<file path="src/rtl/core/hrp_pkg.sv">
// ----------------------------------------------------------------------------
// hrp_pkg
// shared types and constants of the hex record parser
// ----------------------------------------------------------------------------
package hrp_pkg;

  localparam int unsigned QueueDepthDefault = 4;

  localparam logic [7:0] CharColon   = 8'h3a;
  localparam logic [7:0] CharZero    = 8'h30;
  localparam logic [7:0] CharNine    = 8'h39;
  localparam logic [7:0] CharUpperA  = 8'h41;
  localparam logic [7:0] CharUpperF  = 8'h46;
  localparam logic [7:0] AlphaOffset = 8'd55;
  localparam logic [7:0] TypeEof     = 8'h01;

  typedef enum logic [1:0] {
    TOK_HEX,
    TOK_COLON,
    TOK_OTHER
  } tok_kind_e;

  typedef struct packed {
    tok_kind_e  kind;
    logic [3:0] nibble;
  } token_t;

  typedef enum logic [2:0] {
    KIND_DATA    = 3'd0,
    KIND_OK      = 3'd1,
    KIND_EOF     = 3'd2,
    KIND_BADCHAR = 3'd3,
    KIND_BADSUM  = 3'd4
  } kind_e;

  typedef enum logic [1:0] {
    PH_IDLE,
    PH_HEADER,
    PH_DATA,
    PH_CHECK
  } phase_e;

  typedef enum logic [1:0] {
    HB_LENGTH   = 2'd0,
    HB_ADDR_HI  = 2'd1,
    HB_ADDR_LO  = 2'd2,
    HB_TYPE     = 2'd3
  } hdr_byte_e;

endpackage

</file>
<file path="src/rtl/core/hrp_classify.sv">
// ----------------------------------------------------------------------------
// hrp_classify
// front end: takes characters and turns them into hex, colon or other tokens
// ----------------------------------------------------------------------------
module hrp_classify (
  input  logic            in_valid_i,
  output logic            in_ready_o,
  input  logic [7:0]      character_i,
  input  logic            queue_full_i,
  output logic            push_o,
  output hrp_pkg::token_t token_o
);
  import hrp_pkg::*;

  assign in_ready_o = !queue_full_i;
  assign push_o     = in_valid_i && !queue_full_i;

  always_comb begin
    logic [7:0] diff;
    diff           = 8'd0;
    token_o.kind   = TOK_OTHER;
    token_o.nibble = 4'd0;
    if (character_i inside {[CharUpperA:CharUpperF]}) begin
      diff           = character_i - AlphaOffset;
      token_o.kind   = TOK_HEX;
      token_o.nibble = diff[3:0];
    end else if (character_i inside {[CharZero:CharNine]}) begin
      diff           = character_i - CharZero;
      token_o.kind   = TOK_HEX;
      token_o.nibble = diff[3:0];
    end else if (character_i == CharColon) begin
      token_o.kind   = TOK_COLON;
    end
  end

endmodule

</file>
<file path="src/rtl/core/hrp_queue.sv">
// ----------------------------------------------------------------------------
// hrp_queue
// short token fifo between the classifier and the record engine
// ----------------------------------------------------------------------------
module hrp_queue #(
  parameter int unsigned Depth = hrp_pkg::QueueDepthDefault
) (
  input  logic            clk_i,
  input  logic            rst_ni,
  input  logic            push_i,
  input  hrp_pkg::token_t token_i,
  output logic            full_o,
  output logic            valid_o,
  output hrp_pkg::token_t token_o,
  input  logic            pop_i
);
  import hrp_pkg::*;

  localparam int unsigned PtrW = (Depth > 1) ? $clog2(Depth) : 1;
  localparam int unsigned CntW = $clog2(Depth + 1);
  localparam logic [PtrW-1:0] PtrLast = PtrW'(Depth - 1);
  localparam logic [CntW-1:0] CntFull = CntW'(Depth);

  token_t          mem_q [Depth];
  logic [PtrW-1:0] wr_ptr_q, wr_ptr_d;
  logic [PtrW-1:0] rd_ptr_q, rd_ptr_d;
  logic [CntW-1:0] count_q, count_d;

  assign full_o  = (count_q == CntFull);
  assign valid_o = (count_q != '0);
  assign token_o = mem_q[rd_ptr_q];

  always_comb begin
    wr_ptr_d = wr_ptr_q;
    rd_ptr_d = rd_ptr_q;
    count_d  = count_q;
    if (push_i) begin
      wr_ptr_d = (wr_ptr_q == PtrLast) ? '0 : wr_ptr_q + PtrW'(1);
    end
    if (pop_i) begin
      rd_ptr_d = (rd_ptr_q == PtrLast) ? '0 : rd_ptr_q + PtrW'(1);
    end
    if (push_i && !pop_i) begin
      count_d = count_q + CntW'(1);
    end else if (!push_i && pop_i) begin
      count_d = count_q - CntW'(1);
    end
  end

  always_ff @(posedge clk_i or negedge rst_ni) begin
    if (!rst_ni) begin
      wr_ptr_q <= '0;
      rd_ptr_q <= '0;
      count_q  <= '0;
    end else begin
      wr_ptr_q <= wr_ptr_d;
      rd_ptr_q <= rd_ptr_d;
      count_q  <= count_d;
    end
  end

  always_ff @(posedge clk_i) begin
    if (push_i) begin
      mem_q[wr_ptr_q] <= token_i;
    end
  end

  a_no_overflow: assert property (@(posedge clk_i) disable iff (!rst_ni)
    full_o |-> !push_i)
    else $error("token queue written while full");

  a_no_underflow: assert property (@(posedge clk_i) disable iff (!rst_ni)
    pop_i |-> valid_o)
    else $error("token queue read while empty");

endmodule

</file>
<file path="src/rtl/core/hrp_record.sv">
// ----------------------------------------------------------------------------
// hrp_record
// back end: record state machine, byte assembly, checksum and result register
// ----------------------------------------------------------------------------
module hrp_record (
  input  logic             clk_i,
  input  logic             rst_ni,
  input  logic             tok_valid_i,
  input  hrp_pkg::token_t  token_i,
  output logic             pop_o,
  output logic             out_valid_o,
  input  logic             out_ready_i,
  output hrp_pkg::kind_e   kind_o,
  output logic [15:0]      record_address_o,
  output logic [7:0]       byte_offset_o,
  output logic [7:0]       data_byte_o,
  output logic [7:0]       record_type_o,
  output logic [7:0]       record_length_o
);
  import hrp_pkg::*;

  phase_e      phase_q, phase_d;
  logic [1:0]  byte_idx_q, byte_idx_d;
  logic        pend_q, pend_d;
  logic [3:0]  hi_q, hi_d;
  logic [7:0]  sum_q, sum_d;
  logic [7:0]  len_q, len_d;
  logic [15:0] addr_q, addr_d;
  logic [7:0]  type_q, type_d;
  logic [7:0]  count_q, count_d;

  logic        out_valid_q;
  kind_e       kind_q;
  logic [15:0] res_addr_q;
  logic [7:0]  res_off_q, res_data_q, res_type_q, res_len_q;

  logic        take;
  logic        emit;
  kind_e       emit_kind;
  logic [7:0]  emit_data;
  logic [7:0]  byte_val;
  logic [7:0]  sum_next;

  // the result register frees up in the same cycle it is taken
  assign take     = tok_valid_i && (!out_valid_q || out_ready_i);
  assign pop_o    = take;
  assign byte_val = {hi_q, token_i.nibble};
  assign sum_next = sum_q + byte_val;

  // next state and record fields
  always_comb begin
    phase_d    = phase_q;
    byte_idx_d = byte_idx_q;
    pend_d     = pend_q;
    hi_d       = hi_q;
    sum_d      = sum_q;
    len_d      = len_q;
    addr_d     = addr_q;
    type_d     = type_q;
    count_d    = count_q;
    if (take) begin
      if (phase_q == PH_IDLE) begin
        if (token_i.kind == TOK_COLON) begin
          phase_d    = PH_HEADER;
          byte_idx_d = '0;
          pend_d     = 1'b0;
          hi_d       = '0;
          sum_d      = '0;
          len_d      = '0;
          addr_d     = '0;
          type_d     = '0;
          count_d    = '0;
        end
      end else if (token_i.kind != TOK_HEX) begin
        phase_d = PH_IDLE;
      end else if (!pend_q) begin
        hi_d   = token_i.nibble;
        pend_d = 1'b1;
      end else begin
        pend_d = 1'b0;
        sum_d  = sum_next;
        case (phase_q)
          PH_HEADER: begin
            case (hdr_byte_e'(byte_idx_q))
              HB_LENGTH:  len_d  = byte_val;
              HB_ADDR_HI: addr_d = {byte_val, addr_q[7:0]};
              HB_ADDR_LO: addr_d = {addr_q[15:8], byte_val};
              default:    type_d = byte_val;
            endcase
            if (hdr_byte_e'(byte_idx_q) == HB_TYPE) begin
              byte_idx_d = '0;
              count_d    = '0;
              phase_d    = (len_q == 8'd0) ? PH_CHECK : PH_DATA;
            end else begin
              byte_idx_d = byte_idx_q + 2'd1;
            end
          end
          PH_DATA: begin
            count_d = count_q + 8'd1;
            if (count_q + 8'd1 == len_q) begin
              phase_d = PH_CHECK;
            end
          end
          default: begin
            phase_d = PH_IDLE;
          end
        endcase
      end
    end
  end

  // result selection
  always_comb begin
    emit      = 1'b0;
    emit_kind = KIND_OK;
    emit_data = 8'd0;
    if (take && phase_q != PH_IDLE) begin
      if (token_i.kind != TOK_HEX) begin
        emit      = 1'b1;
        emit_kind = KIND_BADCHAR;
      end else if (pend_q) begin
        case (phase_q)
          PH_DATA: begin
            emit      = 1'b1;
            emit_kind = KIND_DATA;
            emit_data = byte_val;
          end
          PH_CHECK: begin
            emit = 1'b1;
            if (sum_next != 8'd0) begin
              emit_kind = KIND_BADSUM;
            end else if (type_q == TypeEof) begin
              emit_kind = KIND_EOF;
            end else begin
              emit_kind = KIND_OK;
            end
          end
          default: begin
            emit = 1'b0;
          end
        endcase
      end
    end
  end

  always_ff @(posedge clk_i or negedge rst_ni) begin
    if (!rst_ni) begin
      phase_q     <= PH_IDLE;
      byte_idx_q  <= '0;
      pend_q      <= 1'b0;
      hi_q        <= '0;
      sum_q       <= '0;
      len_q       <= '0;
      addr_q      <= '0;
      type_q      <= '0;
      count_q     <= '0;
      out_valid_q <= 1'b0;
    end else begin
      phase_q    <= phase_d;
      byte_idx_q <= byte_idx_d;
      pend_q     <= pend_d;
      hi_q       <= hi_d;
      sum_q      <= sum_d;
      len_q      <= len_d;
      addr_q     <= addr_d;
      type_q     <= type_d;
      count_q    <= count_d;
      if (emit) begin
        out_valid_q <= 1'b1;
      end else if (out_ready_i) begin
        out_valid_q <= 1'b0;
      end
    end
  end

  always_ff @(posedge clk_i) begin
    if (emit) begin
      kind_q     <= emit_kind;
      res_addr_q <= addr_q;
      res_off_q  <= count_q;
      res_data_q <= emit_data;
      res_type_q <= type_q;
      res_len_q  <= len_q;
    end
  end

  assign out_valid_o      = out_valid_q;
  assign kind_o           = kind_q;
  assign record_address_o = res_addr_q;
  assign byte_offset_o    = res_off_q;
  assign data_byte_o      = res_data_q;
  assign record_type_o    = res_type_q;
  assign record_length_o  = res_len_q;

  a_data_offset_in_range: assert property (@(posedge clk_i) disable iff (!rst_ni)
    out_valid_q && kind_q == KIND_DATA |-> res_off_q < res_len_q)
    else $error("data byte offset beyond record length");

  a_data_phase_shape: assert property (@(posedge clk_i) disable iff (!rst_ni)
    phase_q == PH_DATA |-> byte_idx_q == 2'd0 && len_q != 8'd0 && count_q < len_q)
    else $error("data phase entered with bad header state");

  a_check_after_all_data: assert property (@(posedge clk_i) disable iff (!rst_ni)
    phase_q == PH_CHECK |-> count_q == len_q)
    else $error("checksum phase before all data bytes");

  a_no_result_overwrite: assert property (@(posedge clk_i) disable iff (!rst_ni)
    out_valid_q && !out_ready_i |-> !take)
    else $error("token consumed while result register is stalled");

endmodule

</file>
<file path="src/rtl/core/hex_record_parser.sv">
// ----------------------------------------------------------------------------
// hex_record_parser
// intel hex record parser, one ascii character per request
// ----------------------------------------------------------------------------
// Characters enter on the in channel (in_valid_i / in_ready_o, character_i).
// A colon opens a record; upper-case hex digit pairs then give length,
// address (high byte first), type, data and checksum. Each data byte leaves
// as one request on the out channel; the checksum closes the record with an
// ok, end-of-file or bad-checksum status. A bad character inside a record
// reports an error and drops back to waiting for a colon.
// Throughput: one character per cycle, sustained while out_ready_i is high and
// QueueDepth is above one. A character's result, if it has one, passes through
// the token queue register and then the result register. The record engine,
// which sets the rate, updates once for each character it takes.
// Reset empties the token queue and puts the engine in wait for a colon.
// While a result waits with out_ready_i low, the result register holds, the
// engine stops and up to QueueDepth characters queue before in_ready_o falls.
// ----------------------------------------------------------------------------
module hex_record_parser #(
  parameter int unsigned QueueDepth = hrp_pkg::QueueDepthDefault
) (
  input  logic           clk_i,
  input  logic           rst_ni,
  input  logic           in_valid_i,
  output logic           in_ready_o,
  input  logic [7:0]     character_i,
  output logic           out_valid_o,
  input  logic           out_ready_i,
  output hrp_pkg::kind_e kind_o,
  output logic [15:0]    record_address_o,
  output logic [7:0]     byte_offset_o,
  output logic [7:0]     data_byte_o,
  output logic [7:0]     record_type_o,
  output logic [7:0]     record_length_o
);
  import hrp_pkg::*;

  logic   push;
  token_t push_tok;
  logic   q_full;
  logic   q_valid;
  token_t q_tok;
  logic   pop;

  hrp_classify u_classify (
    .in_valid_i   (in_valid_i),
    .in_ready_o   (in_ready_o),
    .character_i  (character_i),
    .queue_full_i (q_full),
    .push_o       (push),
    .token_o      (push_tok)
  );

  hrp_queue #(
    .Depth (QueueDepth)
  ) u_queue (
    .clk_i   (clk_i),
    .rst_ni  (rst_ni),
    .push_i  (push),
    .token_i (push_tok),
    .full_o  (q_full),
    .valid_o (q_valid),
    .token_o (q_tok),
    .pop_i   (pop)
  );

  hrp_record u_record (
    .clk_i            (clk_i),
    .rst_ni           (rst_ni),
    .tok_valid_i      (q_valid),
    .token_i          (q_tok),
    .pop_o            (pop),
    .out_valid_o      (out_valid_o),
    .out_ready_i      (out_ready_i),
    .kind_o           (kind_o),
    .record_address_o (record_address_o),
    .byte_offset_o    (byte_offset_o),
    .data_byte_o      (data_byte_o),
    .record_type_o    (record_type_o),
    .record_length_o  (record_length_o)
  );

endmodule
</file>
<file path="config.mk">
export PLATFORM = sky130hd
export DESIGN_NAME = hex_record_parser
export DESIGN_NICKNAME = d
export VERILOG_FILES = /design/src/rtl/core/hrp_pkg.sv /design/src/rtl/core/hrp_classify.sv /design/src/rtl/core/hrp_queue.sv /design/src/rtl/core/hrp_record.sv /design/src/rtl/core/hex_record_parser.sv
export SDC_FILE = /design/constraint.sdc
export NUM_CORES = 1
export LEC_CHECK = 0
export ABC_AREA = 1
export BUFFER_PORTS_ARGS = -buffer_cell sky130_fd_sc_hd__clkbuf_2
export CAP_MARGIN = 10
export CORE_ASPECT_RATIO = 0.6
export CORE_MARGIN = 10
export CORE_UTILIZATION = 45
export CTS_BUF_LIST = sky130_fd_sc_hd__clkbuf_8
export CTS_CLUSTER_SIZE = 28
export DETAILED_ROUTE_END_ITERATION = 6
export HOLD_SLACK_MARGIN = 0.06
export SYNTH_ARGS = -nofsm -noshare
export SYNTH_HDL_FRONTEND = slang
export SYNTH_SLANG_ARGS = --single-unit
</file>
<file path="constraint.sdc">
create_clock -name clk_i -period 4.7 [get_ports clk_i]
set_clock_uncertainty 0.2 [all_clocks]
set_input_delay 0.94 -clock clk_i [delete_from_list [all_inputs] [get_ports clk_i]]
set_output_delay 0.94 -clock clk_i [all_outputs]
set_load 0.05 [all_outputs]
</file>
# Yosys cells after proc, flatten, opt, wreduce, memory -nomap -nowiden

Memories as Yosys holds them, arrays and structs flattened.
Index checks and enable logic that the tools add are counted.

Bits of input ports: 12
Register bits: 116
Word-level logic and storage cells: 170
Memories: 1
Bits in writable memories: 24
Output and inout port bits: 53

Memories:

| name          | words | width | read ports | clocked after memory_dff | wr ports | RTL line        | source |
|---|---|---|---|---|---|---|---|
| u_queue.mem_q | 4     | 6     | 1          | 0                        | 1        | hrp_queue.sv:24 | `token_t mem_q [Depth];` |

Magnitude comparators: 4
Eq/ne operators: 22
Muxes and demuxes: 68
$add $sub $neg: 9
Bitwise operators: 3
Reductions and logical operators: 42

Operator list:

| cell                                                                                | number |
|---|---|
| 8-bit two-way mux                                                                   | 18 |
| 16-bit two-way mux                                                                  | 5 |
| 2-bit two-way mux                                                                   | 19 |
| 16-bit case mux with 2 select lines                                                 | 1 |
| 4-bit two-way mux                                                                   | 5 |
| 6-bit AND reduction                                                                 | 3 |
| 2-bit nonzero test                                                                  | 9 |
| 8-bit case mux with 2 select lines                                                  | 1 |
| 7-bit AND reduction                                                                 | 2 |
| 1-bit two-way mux                                                                   | 13 |
| 2-bit equality test, second input constant                                          | 6 |
| 5-bit AND reduction                                                                 | 2 |
| 3-bit two-way mux                                                                   | 3 |
| 3-bit nonzero test                                                                  | 3 |
| 8-bit by 1-bit adder with 8-bit output, second input constant                       | 1 |
| 8-bit adder                                                                         | 1 |
| 8-bit by 1-bit equality test with 1-bit output, second input constant               | 1 |
| 8-bit by 6-bit equality test with 1-bit output, second input constant               | 1 |
| 8-bit equality test                                                                 | 1 |
| 8-bit by 6-bit greater-or-equal comparator with 1-bit output, second input constant | 1 |
| 8-bit by 7-bit greater-or-equal comparator with 1-bit output, second input constant | 1 |
| 8-bit by 6-bit <= comparator with 1-bit output, second input constant               | 1 |
| 8-bit by 7-bit <= comparator with 1-bit output, second input constant               | 1 |
| 8-bit zero test                                                                     | 1 |
| 25 further kinds                                                                    | 48 |

# Logic depth before layout (Yosys ltp)

Word-level depth: 7
Mapped depth: 17
Mapped depth without buffers: 16

# By module

A second synthesis with hierarchy kept.

Cells, all modules: 664
Area, all modules: 6,543.8 um2

Modules (own cells, without submodules):

| module       | area an instance (um2) | sequential area each (um2) | times used | cells an instance |
|---|---|---|---|---|
| hrp_record   | 4,912.2                | 2,982.9                    | 1          | 497 |
| hrp_queue    | 1,381.3                | 895.9                      | 1          | 122 |
| hrp_classify | 250.2                  | 0.0                        | 1          | 45 |

# Least setup slack after synthesis

Ideal clock, no wire load.

Path type: input port to flip-flop
Start: input out_ready_i
End: register u_record.res_off_q[0] (netlist: u_record.byte_offset_o[0]), enable pin
Arrival time: 2.904 ns
Required time: 4.090 ns
Path buffers: 0
Setup slack: 1.186 ns
Setup time: 0.410 ns
Cell stages on the path: 6
Cells stage by stage: nor2_1 a31oi_4 inv_1 nor3_2 o21ai_0 nand2_1

Word-level cells in the longest chain between the ends: 4

RTL lines:

| item                 | RTL line                | source |
|---|---|---|
| from (decl)          | hex_record_parser.sv:28 | `input logic out_ready_i,` |
| 1-bit logical OR     | hrp_record.sv:45        | `assign take = tok_valid_i && (!out_valid_q \|\| out_ready_i);` |
| 1-bit logical AND    | hrp_record.sv:45        |  |
| 1-bit logical AND    | hrp_record.sv:117       | `if (take && phase_q != PH_IDLE) begin` |
| 1-bit two-way mux    | hrp_record.sv:117       |  |
| net u_record.emit    | hrp_record.sv:38        | `logic emit;` |
| to (signal assigned) | hrp_record.sv:180       | `res_off_q <= count_q;` |
| to (decl)            | hrp_record.sv:35        | `logic [7:0] res_off_q, res_data_q, res_type_q, res_len_q;` |

The timed path passes the listed nets, and every way through them passes these cells.
A chain may end at the register's enable or synchronous reset.

==> impl_metrics.toml <==
[outcome]
status = "completed"

[synthesis]
ys_top_cells_by_area = "edfxtp_1, dfrtp_1, nand2_1, ha_1, o21ai_0"
synth_edf_count = 75
syn_area_sq_um = 6464
synth_area_leader_cell = "edfxtp_1"
ys_types = 43
syn_nets = 691
yosys_warnings = 0
postSynthAreaPerCell_sq_um = 9.959
synth_top_area_share = 0.3484
synthFlopType = "edfxtp_1"
ys_seq_area_frac = 0.6001
yosysMostFrequentCell = "nand2_1"
synth_common_cells = "nand2_1, edfxtp_1, dfrtp_1"
synthArstFlopShare = 0.4643
syn-instance-count = 649
ys_seq_elements = 140

[global_route]
antenna_found_initial = 0
grt_use_total = 0.1513
grt_pass1_wl_um = 24090
grt_start_max_net_pins = 46
gr-total-overflow = 0
grt_pass1_vias = 4516

[worst_setup_path]
path_class = "register to register"
ff2ff_path_depth = 14
r2r_slack_ps = 1410
path_max_fanout = 15
reg2reg_to = "u_record.kind_o[2]"
crit_required_ps = 4680
cpPeakStageDelay_ps = 640
cp-end-kind = "register"
arrival_ps = 3280
slowest_stage = "dfrtp_1"
crit_path_frequent_cell = "nand2_1"
r2r-start = "u_queue.rd_ptr_q[0]"
startpoint_type = "register"
worstPathCellList = "inv_2 > nand2_1 > nand3_1 > nand2_1 > inv_1 > ha_1 > fa_1 > nand3_1 > nand2_1 > or2_2 > nand2_1 > nand3_1 > nor2_1 > a31oi_1"

[clock_tree]
clk_pin_slew_ps = 90
cts_sinks = 140
cts_hold_buf = 0
clock_latency_ps = 440
cts_buffers = 17
cts_tree = "done"
cts_buffer_depth = 2
htreeDepth = 4
cts_root_buffer = "clkbuf_8"
ctsResizeCount = 0
post_cts_buffers = 0

[die]
rows = 33
start_util = 0.4659
dieArea_sq_um = 19720
ioPinCount = 65
die_y_um = 112.8
dieWidth_um = 174.7
core_area_sq_um = 13870

[placement]
port-buffer-count = 64
dp_slack_ps = 1261
dp_cells = 897
gp_congestion = 0.9248
place_hpwl_um = 10710

[sta]
slew_viol_final = 0
hold_violations = 0
finalCriticalPeriod_ps = 3294
layout_worst_path_cycle_share = 0.7008
tns_ps = 0
max_slew.worst_pin.slew_ps = 879.9
setup_slack_ps = 1406
rsz0062_at_grt = "false"
slew_headroom = 0.4134
max_freq_mhz = 303.6
setup_violations = 0

[final_layout]
antenna_cells = 0
drive_gt1_frac = 0.1615
layout.cells.non_filler = 929
areaGrowthSynthToFinish_pct = 14.65
nNetsFinal = 766
regMostFlops = "u_queue.mem_q"
largest_reg_flops = 24

[drt]
wl_um = 14730
wl_per_cell_um = 15.85
drt-met1-wl_um = 7715
routed.top_layer = "met4"
wl_met3_um = 1083
via_per_inst = 5.096
detail_route.iter0.violations = 331
vias = 4734
dr_wl_met2_um = 5739
drtPass1Iterations = 5
drc = 0
postRouteAntennaNets = 0

[min_path]
holdPathEnd = "u_record.record_type_o[0]"
whs_path_depth = 0
hp-start = "u_record.type_q[0]"
min_path_type = "register to register"

[job]
cap_violations = 0
-- cells in the final DEF (no fill, tap or decap), types with 3 or more instances in the layout --
master / count
a21oi_1: 15
nand2_2: 4
inv_6: 6
inv_8: 5
clkbuf_2: 64
a31oi_1: 3
xnor2_1: 7
buf_4: 3
edfxtp_1: 75
clkbuf_8: 17
o21ai_0: 62
inv_1: 60
ha_1: 28
nand2_1: 179
nor2_1: 52
nor4_1: 5
nand3_1: 46
or2_2: 3
dfrtp_1: 65
xor2_1: 4
-- metrics by stage --
step,hold WS (ps),util,instance area (sq um)
floorplan,224.9,-,6464
global placement,236.2,0.5034,6984
CTS,264.2,0.5342,7411
global route,271.4,0.5342,7411
finish,260.6,0.5342,7411
detailed placement,241.8,0.5034,6984
-- cell families after synthesis --
family / Yosys count / share of synthesized area
simple gates: 301 / 0.1967
fa+ha+maj: 30 / 0.06040
xor+xnor: 11 / 0.01490
flops: 140 / 0.6001
buf+inv: 74 / 0.04704
compound gates: 93 / 0.08092
-- worst max-delay path, delay by kind of cell, from the launching register on --
family	cells	cell delay (ps)
AO/OA/AOI/OAI	1	110
adder cells (fa/ha/maj)	2	650
buffers and inverters	2	310
flip-flops	1	640
AND/OR/NAND/NOR	9	1140
-- worst max path at each step --
stage,endpoint,start,slack (ps)
floorplan,u_record.byte_offset_o[0],out_ready_i,1190
global placement,u_record.byte_offset_o[1],out_ready_i,1320
detailed placement,u_record.record_address_o[6],out_ready_i,1260
CTS,u_record.kind_o[2],u_queue.rd_ptr_q[0],1440
global route,u_record.kind_o[2],u_queue.rd_ptr_q[0],1170
finish,u_record.kind_o[2],u_queue.rd_ptr_q[0],1410
-- routing by layer --
layer | vias to the layer above | global-route usage
met2 | 150 | 0.2028
met4 | 0 | 0.05737
met5 | - | 0
met1 | 2258 | 0.2285
li1 | 2306 | -
met3 | 20 | 0.03552
-- layout make-up --
class | count | area [sq um]
multi-input combinational | 435 | 2283
inverter | 63 | 239.0
timing repair buffer | 67 | 342.8
tap | 192 | 240.2
clock inverter | 15 | 192.7
fill | 1280 | 6462
clock buffer | 17 | 234.0
sequential | 140 | 3879
Power is left out: the tool's default activity adds up to more than one toggle a clock period on the data nets, which glitch-free logic cannot reach.
